`src/sv/pws_pkg.sv`:
```
package pws_pkg;

  // command codes
  localparam logic [1:0] CMD_START  = 2'd0;
  localparam logic [1:0] CMD_STOP   = 2'd1;
  localparam logic [1:0] CMD_WAKEUP = 2'd2;

  // pump result codes
  localparam logic [4:0] PC_WAITING        = 5'd0;
  localparam logic [4:0] PC_PROGRESS_FIRST = 5'd1;
  localparam logic [4:0] PC_PROGRESS_LAST  = 5'd6;
  localparam logic [4:0] PC_NOT_READY      = 5'd7;
  localparam logic [4:0] PC_END            = 5'd8;
  localparam logic [4:0] PC_READER_FAILED  = 5'd11;
  localparam logic [4:0] PC_INVALID_TIMING = 5'd14;
  localparam logic [4:0] PC_FATAL_LAST     = 5'd19;

  // driver states
  localparam logic [2:0] ST_STOPPED = 3'd0;
  localparam logic [2:0] ST_IDLE    = 3'd1;
  localparam logic [2:0] ST_ARMED   = 3'd2;
  localparam logic [2:0] ST_ENDED   = 3'd3;
  localparam logic [2:0] ST_FAILED  = 3'd4;

  // event status codes
  localparam logic [2:0] EV_ARMED_INITIAL = 3'd0;
  localparam logic [2:0] EV_IDLE          = 3'd1;
  localparam logic [2:0] EV_STALE         = 3'd2;
  localparam logic [2:0] EV_WAITING       = 3'd3;
  localparam logic [2:0] EV_REARMED       = 3'd4;
  localparam logic [2:0] EV_ENDED         = 3'd5;
  localparam logic [2:0] EV_FATAL         = 3'd6;

  // sink request kinds
  localparam logic [1:0] ARM_NONE      = 2'd0;
  localparam logic [1:0] ARM_IMMEDIATE = 2'd1;
  localparam logic [1:0] ARM_AT_TIME   = 2'd2;

  typedef struct packed {
    logic [1:0]  cmd;
    logic [63:0] wakeup_token;
    logic [63:0] now_ns;
    logic        playing_before;
    logic [4:0]  pump_code;
    logic        due_valid;
    logic [63:0] due_ns;
    logic        playing_after;
    logic        sink_accepts;
  } pws_item_t;

  typedef struct packed {
    logic        running;
    logic        armed;
    logic [63:0] life_token;
    logic [2:0]  drv_state;
  } pws_state_t;

  typedef struct packed {
    logic [2:0]  event_status;
    logic [2:0]  driver_state;
    logic        pump_echo_valid;
    logic [4:0]  pump_echo;
    logic        next_due_valid;
    logic [63:0] next_due_ns;
    logic [63:0] token_out;
    logic [1:0]  arm_kind;
    logic [63:0] arm_time_ns;
    logic        disarm;
  } pws_result_t;

  // token advance; zero is never a live token
  function automatic logic [63:0] advance_token(input logic [63:0] tok);
    logic [63:0] inc;
    inc = tok + 64'd1;
    return (inc == 64'd0) ? 64'd1 : inc;
  endfunction

endpackage

```
`src/sv/producer_wakeup_sequencer.sv`:
```
// Channel   Direction  Handshake              Payload
// in        input      in_valid / in_stall    cmd .. sink_accepts
// out       output     out_valid / out_stall  event_status .. disarm
// cfg       input      cfg_write              cfg_data (retry delay)
//
// One transaction per cycle sustained while out_stall is low; a command passes from the input
// register through the decision into the result register.
// The decision and state update happen together in the same cycle, so the next
// command sees the updated state with no bubble.
// Reset (rst, synchronous) clears the state, the retry delay and both valids.
// out_stall holds the result register and backs up into in_stall.
module producer_wakeup_sequencer (
  input  logic        clk,
  input  logic        rst,
  input  logic        cfg_write,
  input  logic [63:0] cfg_data,
  input  logic        in_valid,
  output logic        in_stall,
  input  logic [1:0]  cmd,
  input  logic [63:0] wakeup_token,
  input  logic [63:0] now_ns,
  input  logic        playing_before,
  input  logic [4:0]  pump_code,
  input  logic        due_valid,
  input  logic [63:0] due_ns,
  input  logic        playing_after,
  input  logic        sink_accepts,
  output logic        out_valid,
  input  logic        out_stall,
  output logic [2:0]  event_status,
  output logic [2:0]  driver_state,
  output logic        pump_echo_valid,
  output logic [4:0]  pump_echo,
  output logic        next_due_valid,
  output logic [63:0] next_due_ns,
  output logic [63:0] token_out,
  output logic [1:0]  arm_kind,
  output logic [63:0] arm_time_ns,
  output logic        disarm
);

  logic [63:0]          not_ready_retry_ns;
  pws_pkg::pws_item_t   item;
  logic                 item_valid;
  pws_pkg::pws_state_t  state;
  pws_pkg::pws_state_t  state_next;
  pws_pkg::pws_result_t result_next;
  pws_pkg::pws_result_t result;
  logic                 out_free;
  logic                 advance;

  assign out_free = !out_valid || !out_stall;
  assign advance  = item_valid && out_free;
  assign in_stall = item_valid && !out_free;

  always_ff @(posedge clk) begin
    if (rst) begin
      not_ready_retry_ns <= '0;
    end else if (cfg_write) begin
      not_ready_retry_ns <= cfg_data;
    end
  end

  // input register
  always_ff @(posedge clk) begin
    if (rst) begin
      item_valid <= 1'b0;
    end else if (!in_stall) begin
      item_valid <= in_valid;
    end
  end

  always_ff @(posedge clk) begin
    if (in_valid && !in_stall) begin
      item.cmd            <= cmd;
      item.wakeup_token   <= wakeup_token;
      item.now_ns         <= now_ns;
      item.playing_before <= playing_before;
      item.pump_code      <= pump_code;
      item.due_valid      <= due_valid;
      item.due_ns         <= due_ns;
      item.playing_after  <= playing_after;
      item.sink_accepts   <= sink_accepts;
    end
  end

  pws_decide u_decide (
    .item       (item),
    .state      (state),
    .retry_ns   (not_ready_retry_ns),
    .state_next (state_next),
    .result     (result_next)
  );

  always_ff @(posedge clk) begin
    if (rst) begin
      state.running    <= 1'b0;
      state.armed      <= 1'b0;
      state.life_token <= '0;
      state.drv_state  <= pws_pkg::ST_STOPPED;
      out_valid        <= 1'b0;
    end else begin
      if (advance) begin
        state <= state_next;
      end
      if (out_free) begin
        out_valid <= item_valid;
      end
    end
  end

  // result register; hold while stalled
  always_ff @(posedge clk) begin
    if (advance) begin
      result <= result_next;
    end
  end

  assign event_status    = result.event_status;
  assign driver_state    = result.driver_state;
  assign pump_echo_valid = result.pump_echo_valid;
  assign pump_echo       = result.pump_echo;
  assign next_due_valid  = result.next_due_valid;
  assign next_due_ns     = result.next_due_ns;
  assign token_out       = result.token_out;
  assign arm_kind        = result.arm_kind;
  assign arm_time_ns     = result.arm_time_ns;
  assign disarm          = result.disarm;

endmodule

```
`src/sv/pws_decide.sv`:
```
module pws_decide (
  input  pws_pkg::pws_item_t   item,
  input  pws_pkg::pws_state_t  state,
  input  logic [63:0]          retry_ns,
  output pws_pkg::pws_state_t  state_next,
  output pws_pkg::pws_result_t result
);

  logic [64:0] retry_sum;
  logic        stale;
  logic        progressed;

  assign retry_sum  = {1'b0, item.now_ns} + {1'b0, retry_ns};
  assign stale      = (item.cmd != pws_pkg::CMD_WAKEUP) || !state.running || !state.armed ||
                      (item.wakeup_token != state.life_token);
  assign progressed = (item.pump_code >= pws_pkg::PC_PROGRESS_FIRST) &&
                      (item.pump_code <= pws_pkg::PC_PROGRESS_LAST);

  always_comb begin
    pws_pkg::pws_state_t s;
    logic [2:0]  status;
    logic        ev;
    logic [4:0]  echo;
    logic        dv;
    logic [63:0] due;
    logic [1:0]  kind;
    logic [63:0] atime;
    logic        disarm;
    logic        fatal;
    logic        shut;
    logic [2:0]  shut_state;

    s          = state;
    status     = pws_pkg::EV_STALE;
    ev         = 1'b0;
    echo       = '0;
    dv         = 1'b0;
    due        = '0;
    kind       = pws_pkg::ARM_NONE;
    atime      = '0;
    disarm     = 1'b0;
    fatal      = 1'b0;
    shut       = 1'b0;
    shut_state = pws_pkg::ST_FAILED;

    case (item.cmd)
      pws_pkg::CMD_START: begin
        if (!s.running) begin
          s.running    = 1'b1;
          s.life_token = pws_pkg::advance_token(s.life_token);
        end
        if (s.armed) begin
          status = pws_pkg::EV_ARMED_INITIAL;
        end else if (!item.playing_before) begin
          s.drv_state = pws_pkg::ST_IDLE;
          status      = pws_pkg::EV_IDLE;
        end else begin
          kind = pws_pkg::ARM_IMMEDIATE;
          if (item.sink_accepts) begin
            s.armed     = 1'b1;
            s.drv_state = pws_pkg::ST_ARMED;
            status      = pws_pkg::EV_ARMED_INITIAL;
          end else begin
            fatal = 1'b1;
          end
        end
      end
      pws_pkg::CMD_STOP: begin
        status = pws_pkg::EV_IDLE;
        if (s.running || (s.drv_state != pws_pkg::ST_STOPPED)) begin
          shut       = 1'b1;
          shut_state = pws_pkg::ST_STOPPED;
        end
      end
      default: begin
        if (!stale) begin
          s.armed = 1'b0;
          ev      = 1'b1;
          echo    = item.pump_code;
          if (!item.playing_before) begin
            ev          = 1'b0;
            echo        = '0;
            s.drv_state = pws_pkg::ST_IDLE;
            status      = pws_pkg::EV_IDLE;
          end else if (item.pump_code == pws_pkg::PC_WAITING) begin
            if (!item.due_valid) begin
              fatal = 1'b1;
              echo  = pws_pkg::PC_INVALID_TIMING;
            end else if (!item.playing_after) begin
              s.drv_state = pws_pkg::ST_IDLE;
              status      = pws_pkg::EV_IDLE;
            end else begin
              if (item.due_ns <= item.now_ns) begin
                kind = pws_pkg::ARM_IMMEDIATE;
              end else begin
                kind  = pws_pkg::ARM_AT_TIME;
                atime = item.due_ns;
              end
              if (item.sink_accepts) begin
                s.armed     = 1'b1;
                s.drv_state = pws_pkg::ST_ARMED;
                status      = pws_pkg::EV_WAITING;
                dv          = 1'b1;
                due         = item.due_ns;
              end else begin
                fatal = 1'b1;
              end
            end
          end else if (progressed) begin
            if (!item.playing_after) begin
              s.drv_state = pws_pkg::ST_IDLE;
              status      = pws_pkg::EV_IDLE;
            end else begin
              kind = pws_pkg::ARM_IMMEDIATE;
              if (item.sink_accepts) begin
                s.armed     = 1'b1;
                s.drv_state = pws_pkg::ST_ARMED;
                status      = pws_pkg::EV_REARMED;
              end else begin
                fatal = 1'b1;
              end
            end
          end else if (item.pump_code == pws_pkg::PC_NOT_READY) begin
            if (!item.playing_after || (retry_ns == 64'd0)) begin
              s.drv_state = pws_pkg::ST_IDLE;
              status      = pws_pkg::EV_IDLE;
            end else if (retry_sum[64]) begin
              fatal = 1'b1;
              echo  = pws_pkg::PC_INVALID_TIMING;
            end else begin
              kind  = pws_pkg::ARM_AT_TIME;
              atime = retry_sum[63:0];
              if (item.sink_accepts) begin
                s.armed     = 1'b1;
                s.drv_state = pws_pkg::ST_ARMED;
                status      = pws_pkg::EV_WAITING;
                dv          = 1'b1;
                due         = retry_sum[63:0];
              end else begin
                fatal = 1'b1;
              end
            end
          end else if (item.pump_code == pws_pkg::PC_END) begin
            shut       = 1'b1;
            shut_state = pws_pkg::ST_ENDED;
            status     = pws_pkg::EV_ENDED;
          end else begin
            fatal = 1'b1;
            if (item.pump_code > pws_pkg::PC_FATAL_LAST) begin
              echo = pws_pkg::PC_READER_FAILED;
            end
          end
        end
      end
    endcase

    if (fatal) begin
      shut       = 1'b1;
      shut_state = pws_pkg::ST_FAILED;
      status     = pws_pkg::EV_FATAL;
      dv         = 1'b0;
      due        = '0;
    end

    if (shut) begin
      s.running    = 1'b0;
      s.armed      = 1'b0;
      s.life_token = pws_pkg::advance_token(s.life_token);
      s.drv_state  = shut_state;
      disarm       = 1'b1;
    end

    state_next             = s;
    result.event_status    = status;
    result.driver_state    = s.drv_state;
    result.pump_echo_valid = ev;
    result.pump_echo       = echo;
    result.next_due_valid  = dv;
    result.next_due_ns     = due;
    result.token_out       = s.life_token;
    result.arm_kind        = kind;
    result.arm_time_ns     = atime;
    result.disarm          = disarm;
  end

endmodule
```
`config.mk`:
```
export PLATFORM = sky130hd
export DESIGN_NAME = producer_wakeup_sequencer
export DESIGN_NICKNAME = d
export VERILOG_FILES = /design/src/sv/pws_pkg.sv /design/src/sv/producer_wakeup_sequencer.sv /design/src/sv/pws_decide.sv
export SDC_FILE = /design/constraint.sdc
export NUM_CORES = 1
export LEC_CHECK = 0
export ABC_CLOCK_PERIOD_IN_PS = 21100
export BUFFER_PORTS_ARGS = -buffer_cell sky130_fd_sc_hd__buf_2
export CORE_UTILIZATION = 45
export CTS_CLUSTER_DIAMETER = 120
export DETAILED_ROUTE_END_ITERATION = 6
export GPL_TIMING_DRIVEN = 0
export PLACE_DENSITY = 0.78
export SYNTH_ARGS = -nofsm -noshare
export SYNTH_HDL_FRONTEND = slang
export SYNTH_HIERARCHICAL = 1
export SYNTH_SLANG_ARGS = --single-unit
```
`constraint.sdc`:
```
create_clock -name clk -period 21.1 [get_ports clk]
set_input_delay 2.11 -clock clk [delete_from_list [all_inputs] [get_ports clk]]
set_output_delay 2.11 -clock clk [all_outputs]
set_load 0.01 [all_outputs]
```
==> metrics.yaml <==
run_status:
  status: "finished with violations"
  violations: "max-slew violations"
synth:
  syn_inst: 3050
  synth_cell_types: 85
  post-synth-top-count-cell: "edfxtp_1"
  synth_warnings: 6
  async_flop_share: 0
  synth_commonest_cells: "411 x edfxtp_1, 257 x nand2_1, 187 x nor2_1, 177 x a21oi_1"
  syn_area_um2: 31480
  synth_top_area_share: 0.3920
  synth-seq-area-share: 0.4779
  synth-seq-cells: 546
  synth_top_cell_by_area: "edfxtp_1"
  yosys-top-cells-area: "edfxtp_1 39%, dfxtp_1 8.6%, ha_1 5.1%, mux2i_1 4.5%, xnor2_1 4.4%"
  synth_nets: 3452
  synth_ff_type: "edfxtp_1"
  synth_edf_count: 411
  syn_avg_cell_area_um2: 10.32
routing:
  viasPerCell: 5.851
  wl_per_cell_um: 23.65
  firstDrtPassIters: 6
  wl_um: 109100
  dr.first_iter.drc_count: 3244
  drc: 0
  ant_nets: 0
  via_count: 26990
cts:
  cts_root_buf: "clkbuf_16"
  clk_pin_slew_worst_paths_ns: 0.06
  cts_tree: "built"
  cts_setup_buffers: 0
  cts_hold_buf: 0
  clockBufferDepth: 3
  clock-sinks: 546
  ctsHtreeMaxLevel: 2
  cts_resized: 0
  cts_buffers: 60
  insertion_delay_ns: 0.65
sta:
  setup-tns-final_ns: 0
  slew_violations: 21
  worst_pin_slew_ns: 1.508
  fin_crit_sh: 0.3225
  slew_headroom: -0.005539
  hold_viol_final: 0
  setup_viol: 0
  min_period_ns: 6.806
  rsz0062_at_grt: "false"
  fin_skew_ns: 0.03315
  max_freq_mhz: 146.9
placed_design:
  dp_cells: 4468
  gp_congestion: 1.012
  io_buffer_count: 479
  dp_hpwl_um: 83710
grt:
  antenna_found_initial: 35
  track_usage: 0.2987
  grt_max_degree: 218
  grt_pass1_wl_um: 159200
  grt.overflow.total: 0
  grt_pass1_vias: 25390
power_and_ir_drop:
  power.density_nw_per_um2: 71.68
  leakagePower_nw: 14.59
  ir_drop_mv: 0.06366
  power_mw: 2.682
finish:
  post-route-util: 0.5426
  nets: 4001
  finalNonFillerCells: 4613
  area_delta_synth_final_pct: 18.83
  register_area_um2: 15040
  multi_input_area_um2: 14690
  nFillCells: 6170
  drive_above_1_share: 0.2003
floorplanning:
  dieArea_um2: 71020
  io_pins: 482
  core.rowCount: 96
  die_y_um: 266.5
  start_util: 0.4566
  die_w_um: 266.5
  fp.coreArea_um2: 68950
worst_setup_path:
  worstSetupPathType: "reg -> reg"
  arrival_ns: 7.37
  rr_startpoint: "item[201]"
  worstReg2RegEnd: "state[65]"
  end_kind: "flip-flop"
  reg2reg_slack_ns: 14.29
  cp_max_fo: 10
  cp-start-kind: "flip-flop"
  rr_worst_depth: 16
  required_ns: 21.66
worst_hold_path:
  min_to: "state[52]"
  hold_class: "reg -> reg"
  min_path_cells: 2
  min_from: "state[52]"
run:
  max_cap_violations: 0
==> worst max-delay path by stage <==
stage | end | from | cells past startpoint
floorplan | item[0] | out_stall | 3
global route | state[60] | item[73] | 19
global placement | item[50] | out_stall | 4
finish | state[65] | item[201] | 16
CTS | state[60] | item[73] | 19
detailed placement | state[60] | item[73] | 19
==> state kept, by name, summed over array words and instances, names as in the netlist <==
signal,flops
state,69
arm_time_ns,64
next_due_ns,64
not_ready_retry_ns,64
out_valid,1
arm_kind,2
pump_echo_valid,1
token_out,64
item_valid,1
item,203
next_due_valid,1
disarm,1
driver_state,3
event_status,3
pump_echo,5
==> per-stage QoR <==
stage               hold WS (ns)  cell area, um2  setup WS [ns]
floorplan                 0.4454           31480          9.630
global placement          0.4527           35040          5.125
detailed placement        0.4599           35220          14.65
CTS                       0.4749           37330          14.57
global route              0.4880           37410          14.07
finish                    0.4711           37410          14.29
==> power by group <==
part | total [mW] | internal, mW | switching (mW)
Clock | 1.12 | 0.663 | 0.455
Sequential | 1.24 | 1.21 | 0.0358
Combinational | 0.318 | 0.127 | 0.191
Total | 2.68 | 2.00 | 0.682
==> kinds of logic (layout without fill, tap and decap cells) <==
group / Yosys count / in the layout / share of synthesized area
xor gates and xnor gates: 238 / 238 / 0.06621
AOI/OAI and AO/OA: 549 / 549 / 0.1147
muxes: 141 / 141 / 0.04483
other: 0 / 32 / 0
buffers and inverters: 344 / 944 / 0.05604
DFF: 546 / 546 / 0.4779
and+or+nand+nor: 1102 / 1102 / 0.1884
adders and majority gates: 130 / 130 / 0.05190
==> routing by layer <==
layer,wire (um),up-vias,GRT usage
li1,-,12240,-
met1,46940,12940,0.4199
met2,47440,1552,0.4418
met3,9795,257,0.05582
met4,4898,6,0.1423
met5,37,-,0
==> layout make-up <==
class / count / area share
timing repair buffer: 487 / 0.06853
clock buffer: 81 / 0.04411
clock inverter: 32 / 0.01217
multi-input combinational: 2160 / 0.3926
tap: 931 / 0.03114
antenna: 32 / 0.002140
inverter: 107 / 0.01074
sequential: 546 / 0.4021
buffer: 237 / 0.03642
==> worst max-delay path, cell delays in order, from the launching register on <==
cell and delay, ns:
edfxtp_1 0.52, buf_2 0.24, nor3_2 0.74, nand4_1 0.76, nor3_2 0.75, xnor2_1 0.24, nor4_1 0.39, nor3b_2 0.41
and4bb_2 0.45, and4b_1 0.48, nand2_1 0.16, nor4_4 0.58, a21oi_1 0.16, a21oi_1 0.46, buf_4 0.20, nand2b_1 0.05
mux2i_1 0.12
==> layout by cell type (no fill, tap or decap), types with 90 or more instances in the layout <==
cell type,n
xnor2_1,158
inv_1,106
nand4_1,90
dfxtp_1,135
edfxtp_1,411
clkbuf_1,128
buf_2,496
nand2b_1,158
nand2_1,257
nor2_1,185
a21oi_1,177
ha_1,129
mux2i_1,141
Note: power is estimated with default switching activity, not from simulation.
